## config.mk

```make
export PLATFORM = sky130hd
export DESIGN_NAME = delay_adaptive_p_controller
export DESIGN_NICKNAME = d
export VERILOG_FILES = /design/src/rtl/core/dapc_pkg.sv /design/src/rtl/core/dapc_iter.sv /design/src/rtl/core/delay_adaptive_p_controller.sv
export SDC_FILE = /design/constraint.sdc
export NUM_CORES = 2
export LEC_CHECK = 0
export BUFFER_PORTS_ARGS = -buffer_cell sky130_fd_sc_hd__buf_2
export CORE_ASPECT_RATIO = 2
export CORE_UTILIZATION = 50
export CTS_CLUSTER_SIZE = 25
export DETAILED_ROUTE_END_ITERATION = 16
export GPL_ROUTABILITY_DRIVEN = 0
export PLACE_DENSITY = 0.69
export SYNTH_ARGS = -nofsm -noshare
export SYNTH_HDL_FRONTEND = slang
export SYNTH_SLANG_ARGS = --single-unit
```

## constraint.sdc

```tcl
create_clock -name clk -period 9.35 [get_ports clk]
set_input_delay 0.4675 -clock clk [delete_from_list [all_inputs] [get_ports clk]]
set_output_delay 0.4675 -clock clk [all_outputs]
set_load 0.03 [all_outputs]
```

## src/rtl/core/dapc_pkg.sv

```systemverilog
// Shared types, constants and lookup functions for the delay-adaptive P controller.
`default_nettype none

package dapc_pkg;

	// Joint count and the floor applied to the measured loop delay.
	localparam int unsigned NUM_JOINTS     = 6;
	localparam logic [19:0] DELAY_FLOOR_US = 20'd1000;
	localparam logic [19:0] MAX_ERR_SAT    = 20'hFFFFF;

	// Configuration register indexes.
	localparam int unsigned CFG_IDX_W           = 2;
	localparam logic [1:0]  REG_GAIN_MARGIN     = 2'd0;
	localparam logic [1:0]  REG_ERROR_THRESHOLD = 2'd1;
	localparam logic [15:0] GAIN_MARGIN_RST     = 16'd26214;
	localparam logic [19:0] ERROR_THRESHOLD_RST = 20'd66;

	// Stream payload widths.
	localparam int unsigned S_TDATA_W = 64;
	localparam int unsigned M_TDATA_W = 56;
	localparam int unsigned TUSER_W   = 3;

	// Operand widths of the shared iterative unit.
	localparam int unsigned NUM_W = 37;
	localparam int unsigned DEN_W = 21;
	localparam int unsigned CNT_W = 6;
	localparam logic [5:0]  DIV_STEPS  = 6'd37;
	localparam logic [5:0]  SQRT_STEPS = 6'd18;

	// Operation codes of the shared iterative unit.
	localparam logic OP_DIV  = 1'b0;
	localparam logic OP_SQRT = 1'b1;

	// pi in Q30 and the dividends of the two divisions, with the 2^14 and 2^15
	// scalings of the divisor folded into the dividend.
	localparam logic [63:0] PI_Q30      = 64'd3373259426;
	localparam logic [63:0] OMEGA_NUM_W = (PI_Q30 * 64'd500000) >> 14;
	localparam logic [63:0] XN_1000_W   = (64'd1000 * PI_Q30) >> 15;
	localparam logic [63:0] XN_2000_W   = (64'd2000 * PI_Q30) >> 15;
	localparam logic [63:0] XN_3000_W   = (64'd3000 * PI_Q30) >> 15;
	localparam logic [36:0] OMEGA_NUM   = OMEGA_NUM_W[36:0];

	// Request to the shared iterative unit.
	typedef struct packed {
		logic             start;
		logic             op;
		logic [NUM_W-1:0] opnd;
		logic [DEN_W-1:0] den;
	} dapc_iter_req_t;

	// Response from the shared iterative unit.
	typedef struct packed {
		logic             busy;
		logic             done;
		logic [NUM_W-1:0] res;
	} dapc_iter_rsp_t;

	// Actuator time constant of a joint in microseconds.
	function automatic logic [11:0] joint_tau(input logic [2:0] sel);
		logic [11:0] t;
		case (sel)
			3'd0:    t = 12'd2000;
			3'd1:    t = 12'd2000;
			3'd2:    t = 12'd3000;
			3'd3:    t = 12'd2000;
			3'd4:    t = 12'd1000;
			default: t = 12'd1000;
		endcase
		return t;
	endfunction

	// Dividend for tau * omega, that is floor(tau * pi * 2^30 / 2^15).
	function automatic logic [36:0] joint_x_num(input logic [2:0] sel);
		logic [63:0] v;
		case (sel)
			3'd0:    v = XN_2000_W;
			3'd1:    v = XN_2000_W;
			3'd2:    v = XN_3000_W;
			3'd3:    v = XN_2000_W;
			3'd4:    v = XN_1000_W;
			default: v = XN_1000_W;
		endcase
		return v[36:0];
	endfunction

endpackage

`default_nettype wire

```

## src/rtl/core/dapc_iter.sv

```systemverilog
// Shared restoring unit that performs either a long division or an integer square root.
`default_nettype none

module dapc_iter (
	input  wire logic                    clk,
	input  wire logic                    arst_n,
	input  wire dapc_pkg::dapc_iter_req_t req,
	output dapc_pkg::dapc_iter_rsp_t      rsp
);

	logic                          busy_q;
	logic                          done_q;
	logic                          op_q;
	logic [dapc_pkg::CNT_W-1:0]    cnt_q;
	logic [21:0]                   rem_q;
	logic [dapc_pkg::NUM_W-1:0]    src_q;
	logic [dapc_pkg::NUM_W-1:0]    res_q;
	logic [dapc_pkg::DEN_W-1:0]    den_q;

	logic [21:0] rem_sh;
	logic [21:0] trial;
	logic [22:0] diff;
	logic        ge;

	// One step: bring down the next bit (division) or bit pair (root), then
	// try to subtract the divisor or the trial root.
	always_comb begin
		if (op_q == dapc_pkg::OP_SQRT) begin
			rem_sh = {rem_q[19:0], src_q[36:35]};
			trial  = {2'b00, res_q[17:0], 2'b01};
		end else begin
			rem_sh = {rem_q[20:0], src_q[36]};
			trial  = {1'b0, den_q};
		end
		diff = {1'b0, rem_sh} - {1'b0, trial};
		ge   = ~diff[22];
	end

	// Control of the iteration.
	always_ff @(posedge clk or negedge arst_n) begin
		if (!arst_n) begin
			busy_q <= 1'b0;
			done_q <= 1'b0;
			cnt_q  <= '0;
		end else begin
			done_q <= busy_q && (cnt_q == 6'd1);
			if (req.start && !busy_q) begin
				busy_q <= 1'b1;
				cnt_q  <= (req.op == dapc_pkg::OP_SQRT) ? dapc_pkg::SQRT_STEPS
				                                        : dapc_pkg::DIV_STEPS;
			end else if (busy_q) begin
				cnt_q <= cnt_q - 6'd1;
				if (cnt_q == 6'd1) begin
					busy_q <= 1'b0;
				end
			end
		end
	end

	// Datapath of the iteration.
	always_ff @(posedge clk) begin
		if (req.start && !busy_q) begin
			op_q  <= req.op;
			den_q <= req.den;
			rem_q <= '0;
			res_q <= '0;
			if (req.op == dapc_pkg::OP_SQRT) begin
				src_q <= {req.opnd[35:0], 1'b0};
			end else begin
				src_q <= req.opnd;
			end
		end else if (busy_q) begin
			rem_q <= ge ? diff[21:0] : rem_sh;
			res_q <= {res_q[35:0], ge};
			if (op_q == dapc_pkg::OP_SQRT) begin
				src_q <= {src_q[34:0], 2'b00};
			end else begin
				src_q <= {src_q[35:0], 1'b0};
			end
		end
	end

	assign rsp.busy = busy_q;
	assign rsp.done = done_q;
	assign rsp.res  = res_q;

endmodule

`default_nettype wire

```

## src/rtl/core/delay_adaptive_p_controller.sv

```systemverilog
// Top level of the delay-adaptive proportional joint controller.
//
// Each accepted input transaction carries one joint: its measured and target angle (Q4.16 rad)
// and the measured loop delay in microseconds, floored at 1000 us. The block forms
// omega = pi / (2 (delay + tau)) with the joint's fixed actuator time constant, the stability
// gain K = omega * sqrt(1 + (tau omega)^2) scaled by gain_margin, and returns one output
// transaction with K * (target - measured) as a saturated Q16 velocity command, the running
// maximum of |error| over the control cycle and, on the transaction marked tlast, the
// convergence verdict and a sticky reached flag. From acceptance to a loaded result an item
// runs two 37-step divisions on the shared divide/square-root unit, the squaring on the
// multiplier, one 18-step root on the same unit, then the three further products on the one
// shared multiplier and the output load. A new input transaction is taken only once the
// sequencer has returned to idle after the output load. s_tready is high only while the
// sequencer is idle; a finished result waits in the output register without holding up the
// next input transaction. Configuration writes are always accepted and should be made only
// while the block is idle.
`default_nettype none

module delay_adaptive_p_controller (
	input  wire logic                           clk,
	input  wire logic                           arst_n,
	// Input stream.
	input  wire logic                           s_tvalid,
	output logic                                s_tready,
	// s_tdata: measured_position[19:0], target_position[39:20], loop_delay_us[59:40], zero fill.
	input  wire logic [dapc_pkg::S_TDATA_W-1:0] s_tdata,
	// s_tuser: joint_index[2:0].
	input  wire logic [dapc_pkg::TUSER_W-1:0]   s_tuser,
	input  wire logic                           s_tlast,
	// Output stream.
	output logic                                m_tvalid,
	input  wire logic                           m_tready,
	// m_tdata: velocity_cmd[31:0], cycle_max_error[51:32], converged[52],
	// reached_latched[53], zero fill.
	output logic [dapc_pkg::M_TDATA_W-1:0]      m_tdata,
	// m_tuser: out_joint[2:0].
	output logic [dapc_pkg::TUSER_W-1:0]        m_tuser,
	output logic                                m_tlast,
	// Configuration write channel.
	input  wire logic                           cfg_valid,
	output logic                                cfg_ready,
	input  wire logic [dapc_pkg::CFG_IDX_W-1:0] cfg_index,
	input  wire logic [19:0]                    cfg_data
);

	// Sequencer states.
	localparam logic [3:0] ST_IDLE   = 4'd0;
	localparam logic [3:0] ST_W_GO   = 4'd1;
	localparam logic [3:0] ST_W_WAIT = 4'd2;
	localparam logic [3:0] ST_X_GO   = 4'd3;
	localparam logic [3:0] ST_X_WAIT = 4'd4;
	localparam logic [3:0] ST_SQ_MUL = 4'd5;
	localparam logic [3:0] ST_R_GO   = 4'd6;
	localparam logic [3:0] ST_R_WAIT = 4'd7;
	localparam logic [3:0] ST_K1     = 4'd8;
	localparam logic [3:0] ST_K2     = 4'd9;
	localparam logic [3:0] ST_V      = 4'd10;
	localparam logic [3:0] ST_OUT    = 4'd11;

	logic [3:0]  state_q;
	logic [15:0] gain_margin_q;
	logic [19:0] error_threshold_q;
	logic [19:0] running_max_q;
	logic        reached_q;

	// Item registers.
	logic [2:0]  joint_q;
	logic [2:0]  jsel_q;
	logic        last_q;
	logic [20:0] s_q;
	logic [20:0] mag_q;
	logic        neg_q;
	logic [25:0] omega_q;
	logic [16:0] x_q;
	logic [35:0] rad_q;
	logic [17:0] root_q;
	logic [26:0] kraw_q;
	logic [26:0] k_q;
	logic [31:0] vel_q;

	// Output registers.
	logic                           m_tvalid_q;
	logic [dapc_pkg::M_TDATA_W-1:0] m_tdata_q;
	logic [dapc_pkg::TUSER_W-1:0]   m_tuser_q;
	logic                           m_tlast_q;

	logic                     in_fire;
	logic                     out_load;
	logic [2:0]               jsel;
	logic [19:0]              delay_fl;
	logic [20:0]              s_sum;
	logic signed [20:0]       err;
	logic [20:0]              mag;
	dapc_pkg::dapc_iter_req_t ireq;
	dapc_pkg::dapc_iter_rsp_t irsp;
	logic [26:0]              mul_a;
	logic [20:0]              mul_b;
	logic [47:0]              prod;
	logic [31:0]              vmag;
	logic [31:0]              vel;
	logic [19:0]              emag;
	logic [19:0]              cmax;
	logic                     conv;
	logic                     reached_nx;

	assign in_fire   = s_tvalid && s_tready;
	assign s_tready  = (state_q == ST_IDLE);
	assign cfg_ready = 1'b1;
	assign out_load  = (state_q == ST_OUT) && (!m_tvalid_q || m_tready);

	// Front end: joint clamp, delay floor, sum with tau and the position error.
	always_comb begin
		jsel = (s_tuser >= 3'(dapc_pkg::NUM_JOINTS)) ? 3'(dapc_pkg::NUM_JOINTS - 1) : s_tuser;
		delay_fl = (s_tdata[59:40] < dapc_pkg::DELAY_FLOOR_US) ? dapc_pkg::DELAY_FLOOR_US
		                                                       : s_tdata[59:40];
		s_sum = {1'b0, delay_fl} + {9'd0, dapc_pkg::joint_tau(jsel)};
		err   = $signed({s_tdata[39], s_tdata[39:20]}) - $signed({s_tdata[19], s_tdata[19:0]});
		mag   = err[20] ? (~err + 21'd1) : err;
	end

	// Requests to the shared divide/root unit.
	always_comb begin
		ireq.start = state_q inside {ST_W_GO, ST_X_GO, ST_R_GO};
		ireq.den   = s_q;
		case (state_q)
			ST_X_GO: begin
				ireq.op   = dapc_pkg::OP_DIV;
				ireq.opnd = dapc_pkg::joint_x_num(jsel_q);
			end
			ST_R_GO: begin
				ireq.op   = dapc_pkg::OP_SQRT;
				ireq.opnd = {1'b0, rad_q};
			end
			default: begin
				ireq.op   = dapc_pkg::OP_DIV;
				ireq.opnd = dapc_pkg::OMEGA_NUM;
			end
		endcase
	end

	dapc_iter u_iter (
		.clk    (clk),
		.arst_n (arst_n),
		.req    (ireq),
		.rsp    (irsp)
	);

	// Shared multiplier: x*x, omega*root, kraw*margin and K*|error| in turn.
	always_comb begin
		case (state_q)
			ST_SQ_MUL: begin
				mul_a = {10'd0, x_q};
				mul_b = {4'd0, x_q};
			end
			ST_K1: begin
				mul_a = {1'b0, omega_q};
				mul_b = {3'd0, root_q};
			end
			ST_K2: begin
				mul_a = kraw_q;
				mul_b = {5'd0, gain_margin_q};
			end
			default: begin
				mul_a = k_q;
				mul_b = mag_q;
			end
		endcase
		prod = {21'd0, mul_a} * {27'd0, mul_b};
	end

	// Signed velocity with saturation to 32 bits.
	always_comb begin
		vmag = prod[47:16];
		if (neg_q) begin
			vel = (vmag > 32'h8000_0000) ? 32'h8000_0000 : (~vmag + 32'd1);
		end else begin
			vel = (vmag > 32'h7FFF_FFFF) ? 32'h7FFF_FFFF : vmag;
		end
	end

	// Running maximum and the convergence verdict on the last joint.
	always_comb begin
		emag       = mag_q[20] ? dapc_pkg::MAX_ERR_SAT : mag_q[19:0];
		cmax       = (emag > running_max_q) ? emag : running_max_q;
		conv       = last_q && (cmax < error_threshold_q);
		reached_nx = reached_q || conv;
	end

	// Sequencer and control state.
	always_ff @(posedge clk or negedge arst_n) begin
		if (!arst_n) begin
			state_q           <= ST_IDLE;
			gain_margin_q     <= dapc_pkg::GAIN_MARGIN_RST;
			error_threshold_q <= dapc_pkg::ERROR_THRESHOLD_RST;
			running_max_q     <= '0;
			reached_q         <= 1'b0;
			m_tvalid_q        <= 1'b0;
		end else begin
			if (cfg_valid) begin
				case (cfg_index)
					dapc_pkg::REG_GAIN_MARGIN:     gain_margin_q     <= cfg_data[15:0];
					dapc_pkg::REG_ERROR_THRESHOLD: error_threshold_q <= cfg_data;
					default: ;
				endcase
			end
			// Output valid: set when a result is loaded, cleared once it is taken.
			if (out_load) begin
				m_tvalid_q <= 1'b1;
			end else if (m_tready) begin
				m_tvalid_q <= 1'b0;
			end
			case (state_q)
				ST_IDLE:   if (in_fire) state_q <= ST_W_GO;
				ST_W_GO:   state_q <= ST_W_WAIT;
				ST_W_WAIT: if (irsp.done) state_q <= ST_X_GO;
				ST_X_GO:   state_q <= ST_X_WAIT;
				ST_X_WAIT: if (irsp.done) state_q <= ST_SQ_MUL;
				ST_SQ_MUL: state_q <= ST_R_GO;
				ST_R_GO:   state_q <= ST_R_WAIT;
				ST_R_WAIT: if (irsp.done) state_q <= ST_K1;
				ST_K1:     state_q <= ST_K2;
				ST_K2:     state_q <= ST_V;
				ST_V:      state_q <= ST_OUT;
				ST_OUT: begin
					if (out_load) begin
						state_q       <= ST_IDLE;
						reached_q     <= reached_nx;
						running_max_q <= last_q ? 20'd0 : cmax;
					end
				end
				default:   state_q <= ST_IDLE;
			endcase
		end
	end

	// Item datapath registers.
	always_ff @(posedge clk) begin
		if (in_fire) begin
			joint_q <= s_tuser;
			jsel_q  <= jsel;
			last_q  <= s_tlast;
			s_q     <= s_sum;
			mag_q   <= mag;
			neg_q   <= err[20];
		end
		if ((state_q == ST_W_WAIT) && irsp.done) begin
			omega_q <= irsp.res[25:0];
		end
		if ((state_q == ST_X_WAIT) && irsp.done) begin
			x_q <= irsp.res[16:0];
		end
		if ((state_q == ST_R_WAIT) && irsp.done) begin
			root_q <= irsp.res[17:0];
		end
		if (state_q == ST_SQ_MUL) begin
			rad_q <= {2'b00, prod[33:0]} + 36'h1_0000_0000;
		end
		if (state_q == ST_K1) begin
			kraw_q <= prod[42:16];
		end
		if (state_q == ST_K2) begin
			k_q <= prod[42:16];
		end
		if (state_q == ST_V) begin
			vel_q <= vel;
		end
		if (out_load) begin
			m_tdata_q <= {2'b00, reached_nx, conv, cmax, vel_q};
			m_tuser_q <= joint_q;
			m_tlast_q <= last_q;
		end
	end

	assign m_tvalid = m_tvalid_q;
	assign m_tdata  = m_tdata_q;
	assign m_tuser  = m_tuser_q;
	assign m_tlast  = m_tlast_q;

endmodule

`default_nettype wire
```

# Yosys cells after proc, flatten, opt, wreduce, memory -nomap -nowiden

Cells that the tools add are included.

Flip-flop bits (word level): 467
Latch bits: 0
RAM bits: 0
Memory bits (read-only): 0
Bits of input ports: 95
Logic and storage cells: 132
Memories kept: 0

Add/subtract/negate cells: 7
$mul: 1
Divide/modulo/power cells: 0
$lt $le $gt $ge: 6
Equality and inequality tests: 24
Shift operators: 0
Muxes and demuxes: 35
Bitwise operators: 3
Reductions and logical operators: 25

Operators with widths:

| kind                     | count |
|---|---|
| $mux W37                 | 4 |
| $mux W20                 | 5 |
| $mux W32                 | 3 |
| $pmux W27 S3             | 1 |
| $pmux W38 S2             | 1 |
| $pmux W21 S3             | 1 |
| $pmux W29 S2             | 1 |
| $mul A27 B21 Y48         | 1 |
| $pmux W4 S12             | 1 |
| $mux W21                 | 2 |
| $add A34 B33 Y35 const B | 1 |
| $add A32 B1 Y32 const B  | 1 |
| $gt A32 B31 Y1 const B   | 1 |
| $gt A32 B32 Y1 const B   | 1 |
| $not A32 Y32             | 1 |
| $pmux W12 S2             | 1 |
| $sub A22 B21 Y23         | 1 |
| $mux W22                 | 1 |
| $add A20 B12 Y21         | 1 |
| $add A21 B1 Y21 const B  | 1 |
| $not A21 Y21             | 1 |
| $sub A20 B20 Y21         | 1 |
| $gt A20 B20 Y1           | 1 |
| $lt A20 B10 Y1 const B   | 1 |
| other kinds (29)         | 67 |

# Longest topological paths before layout

Depth after elaboration: 7
Depth in mapped cells: 40
Depth with buffers taken out: 36

# Hierarchy

Synthesis repeated with hierarchy kept, for this count alone.

Cell total of the unflattened synthesis: 4450
Area, all modules: 42858.6 µm²

By module, submodules not included:

| module                      | instances | cells each | area each (µm²) |
|---|---|---|---|
| delay_adaptive_p_controller | 1         | 3737       | 35934.5 |
| dapc_iter                   | 1         | 713        | 6924.1 |

# Least setup slack after synthesis

Ideal clock, no wire load.

Kind: register to register
From: register state_q[2]
To: register vel_q[28] (data pin)
Library setup time: 260 ps
Arrival time: 10134 ps
Path slack: -1044 ps
Cell stages (with the launch flop): 34
Path buffers: 6
Clock period less this slack: 10394 ps
Path through: dfrtp_1 nand2b_1 clkbuf_1 nor3_1 clkbuf_1 buf_1 nand2_1 nand4_1 clkbuf_1 nand2_1 fa_1 fa_1 fa_1 inv_1 fa_1 fa_1 fa_1 inv_1 fa_1 inv_1 ha_1 clkbuf_1 nand2_1 o21ai_0 a21oi_1 nand2b_1 and3_4 o221a_4 a211oi_2 or4b_4 buf_6 or4_4 mux2i_1 nor3_1

Longest elaborated chain between the ends: 7
Elaborated cells on any way between the ends: 13

RTL lines:

| item                                                | line                               | RTL |
|---|---|---|
| start, declared                                     | delay_adaptive_p_controller.sv:60  | `logic [3:0] state_q;` |
| start signal, assigned                              | delay_adaptive_p_controller.sv:192 | `state_q <= ST_IDLE;` |
| start signal, assigned                              | delay_adaptive_p_controller.sv:213 | `ST_IDLE: if (in_fire) state_q <= ST_W_GO;` |
| start signal, assigned                              | delay_adaptive_p_controller.sv:214 | `ST_W_GO: state_q <= ST_W_WAIT;` |
| $eq A4 B4 Y1 / $eq A4 B3 Y1 (equally long branches) | delay_adaptive_p_controller.sv:150 | `case (state_q)` |
| $pmux W27 S3 / $pmux W21 S3 (equally long branches) | delay_adaptive_p_controller.sv:150 |  |
| $mul A27 B21 Y48 *                                  | delay_adaptive_p_controller.sv:168 | `prod = {21'd0, mul_a} * {27'd0, mul_b};` |
| named net prod[34]                                  | delay_adaptive_p_controller.sv:98  | `logic [47:0] prod;` |
| $not A32 Y32                                        | delay_adaptive_p_controller.sv:175 | `vel = (vmag > 32'h8000_0000) ? 32'h8000_0000 : (~vmag + 32'd1);` |
| $add A32 B1 Y32                                     | delay_adaptive_p_controller.sv:175 |  |
| $mux W32                                            | delay_adaptive_p_controller.sv:175 |  |
| $mux W32 *                                          | delay_adaptive_p_controller.sv:174 | `if (neg_q) begin` |
| named net vel[28]                                   | delay_adaptive_p_controller.sv:100 | `logic [31:0] vel;` |
| end signal, assigned                                | delay_adaptive_p_controller.sv:265 | `vel_q <= vel;` |
| end, declared                                       | delay_adaptive_p_controller.sv:79  | `logic [31:0] vel_q;` |

The timed path passes the listed nets; every way through them passes the cells marked *.
A chain may end at the register's enable or synchronous reset.

# Worst setup path after layout

From: register state_q[2]
To: register vel_q[26] (data pin)

Same word-level chain as after synthesis.

==> results.sh <==
export IMPL_synthMostInstantiatedCell="inv_1"
export IMPL_startpoint_of_the_most_critical_setup_path="state_q[2]$_DFFE_PN0P_"
export IMPL_core_area_um2=82200
export IMPL_max_cap_violations=0
export IMPL_worst_path_dominant_cell_family="adder cells"
export IMPL_min_delay_path_class="primary input to asynchronous set/reset pin"
export IMPL_synthAdderAreaFrac_pct=30.5
export IMPL_remaining_drc_errors=0
export IMPL_totalNegativeSetupSlack_ns=-0.0582
export IMPL_ys_top_cells_by_area="edfxtp_1, fa_1, ha_1"
export IMPL_fillers=6613
export IMPL_synth_compound_area_share_pct=9.70
export IMPL_clk_latency_ns=0.61
export IMPL_arrival_ns=9.72
export IMPL_path_common_cell="buf_6"
export IMPL_worst_path_largest_cell_delay_ns=0.69
export IMPL_finalClockSkew_ns=0.0411
export IMPL_finalHoldViolCount=0
export IMPL_synth_avg_cell_area_um2=9.92
export IMPL_first_iter_violations=2887
export IMPL_synth_area_um2=41400
export IMPL_areaGrowthSynthToFinish_pct=20.7
export IMPL_synth_main_ff_cell="edfxtp_1"
export IMPL_routed_length_per_instance_um=24.4
export IMPL_synthesis_yosys_warnings=0
export IMPL_setup_violations=2
export IMPL_fraction_of_synthesis_flops_using_an_asynchronous_set_or_reset_pin_pct=15.0
export IMPL_synth_area_leader_cell="edfxtp_1"
export IMPL_criticalPathCategory="flop to flop"
export IMPL_post_synthesis_share_of_cell_area_spent_on_and_or_nand_and_nor_gates_pct=14.9
export IMPL_cts_num_sinks=466
export IMPL_synthMuxAreaShare_pct=3.45
export IMPL_violations="setup timing"
export IMPL_status="complete, but fails checks"
export IMPL_main_combinational_cell_family_by_area_after_synthesis="adder cells"
export IMPL_detail_route_wirelength_um=142000
export IMPL_worst_slack_ns=-0.0514
export IMPL_synth_edf_count=349
export IMPL_timing_final_crit_share_pct=101
export IMPL_vias_in_the_first_global_route=35961
export IMPL_grt_max_degree=71
export IMPL_regToRegSetupSlack_ns=-0.05
export IMPL_ant_nets=0
export IMPL_cts_made_buffers=40
export IMPL_die_area_um2=84100
export IMPL_cp_slowest_cell="fa_2"
export IMPL_nNetsFinal=5556
export IMPL_floorplan_rows=149
export IMPL_port_buffers=150
export IMPL_worst_path_max_fanout=7
export IMPL_gr_usage_all_layers_pct=34.6
export IMPL_postLayoutCellArea_um2=50000
export IMPL_ys_top_cells_by_count="inv_1, nand2_1, fa_1"
export IMPL_ys_ff_latch=466
export IMPL_dpl_cell_area_um2=46700
export IMPL_cts_hold_fix_buffers=0
export IMPL_max_slew_violation_count=0
export IMPL_dpl_hpwl_um=110000
export IMPL_shortest_period_the_worst_path_allows_ns=9.40
export IMPL_max_slew_margin_pct=24.6
export IMPL_xor_xnor_fraction_of_synth_area_pct=2.07
export IMPL_drive_gt1_share_pct=23.7
export IMPL_cts_clk_slew_worst_paths_ns=0.11
export IMPL_ioPinCount=158
export IMPL_post_place_ws_ns=-0.314
export IMPL_cts_path_max_buffers=3
export IMPL_grt_setup_unrepaired="true"
export IMPL_cp_data_required_time_ns=9.66
export IMPL_hold_slack_ns=0.00360
export IMPL_crit_reg2reg_launch="state_q[2]$_DFFE_PN0P_"
export IMPL_timing_critical_path_to_type="flop"
export IMPL_worst_slew_pin_slew_ns=1.13
export IMPL_die_height_um=409
export IMPL_yosysTopAreaCellShare_pct=25.3
export IMPL_grt_first_pass_wirelength_um=211000
export IMPL_die_width_um=206
export IMPL_clock_tree_htree_level_count=2
export IMPL_synthesis_instances=4175
export IMPL_clockRootBuffer="clkbuf_16"
export IMPL_r2r_worst_path_cells=39
export IMPL_antenna_found_initial=6
export IMPL_dr_total_vias=34264
export IMPL_global_route_overflow_total=0
export IMPL_critical_path_startpoint_type="flop"
export IMPL_worst_r2r_endpoint="vel_q[26]$_DFFE_PP_"
export IMPL_start_util_pct=50.4
export IMPL_vias_per_cell=5.87
export IMPL_first_pass_iters=8
export IMPL_synth_yosys_seq_area_share_pct=31.8
export IMPL_synth_cell_type_count=100
export IMPL_cts_tree="done"
export IMPL_max_freq_mhz=106
export IMPL_critPathBufInv=15
sequential cells by signal, indices dropped and copies added, names as in the netlist, 26 cells and up:
signal        count
k_q              27
kraw_q           27
m_tdata          54
omega_q          26
rad_q            35
u_iter.res_q     26
u_iter.src_q     37
vel_q            32
final cells by class:
type / count / area [um2] / share of cell area [%]
Timing Repair Buffer: 703 / 5540 / 11.1
Multi-Input combinational cell: 2892 / 26200 / 52.4
Tap cell: 1057 / 1320 / 2.64
Clock inverter: 19 / 155 / 0.310
Inverter: 633 / 2380 / 4.76
Antenna cell: 12 / 30.0 / 0.0601
Sequential cell: 466 / 13200 / 26.4
Clock buffer: 54 / 1190 / 2.37
how the worst max path moves through the flow:
stage          slack (ns)  cells after the start             endpoint
6_report            -0.05                     39  vel_q[26]$_DFFE_PP_
5_1_grt             -0.25                     37  vel_q[26]$_DFFE_PP_
4_1_cts             0.007                     36  vel_q[23]$_DFFE_PP_
3_5_place_dp        -0.31                     31  vel_q[20]$_DFFE_PP_
3_3_place_gp        -0.24                     33  vel_q[21]$_DFFE_PP_
2_1_floorplan        0.02                     36  vel_q[28]$_DFFE_PP_
cells in the final DEF (no fill, tap or decap), types with 61 or more instances in the layout:
cell type  netlist  layout
inv_1          629     604
nand2_1        533     511
buf_4            4     479
fa_1           475     451
edfxtp_1       349     349
nor2_1         347     325
ha_1           250     231
buf_2            5     149
o21ai_0        144     132
a21oi_1        137     116
mux2i_1         72      72
xnor2_1         67      66
mux2_2          63      63
and3_1          61      61
per-layer routing:
layer,vias to the layer above,track usage (%),routed length [um]
li1,15014,-,-
met1,16702,34.0,42900
met2,1809,60.1,71600
met3,739,6.18,10200
met4,0,32.7,17700
met5,-,0,0
cell families (layout without fill, tap and decap cells):
logic type	Yosys count	count (layout)
AO/OA/AOI/OAI	598	598
other	2	16
multiplexers	135	135
XOR/XNOR	98	98
AND/OR/NAND/NOR	1331	1332
adder cells (fa/ha/maj)	725	725
buffers and inverters	820	1409
flip-flops	466	466
worst register-to-register path: cells and delay by family, from the launching register on:
family          cells  cell delay (ns)
compound gates      5             0.73
flops               1             0.40
xor+xnor            1             0.28
simple gates       10             1.91
fa+ha+maj           8             4.10
buf+inv            15             1.69
timing repair:
action                     CTS  global route
gates resized for setup     55           264
gates cloned                 1             4
buffers inserted            24            63
setup endpoints to repair   32            32
pin swaps                   31           191
metrics by stage:
step	util (%)	cells
global placement	56.8	5668
floorplan	-	4177
CTS	58.9	5766
finish	60.8	5836
detailed placement	56.8	5668
global route	60.8	5832
Power is left out: the tool's default activity adds up to more than one toggle a clock period on the data nets, which glitch-free logic cannot reach.
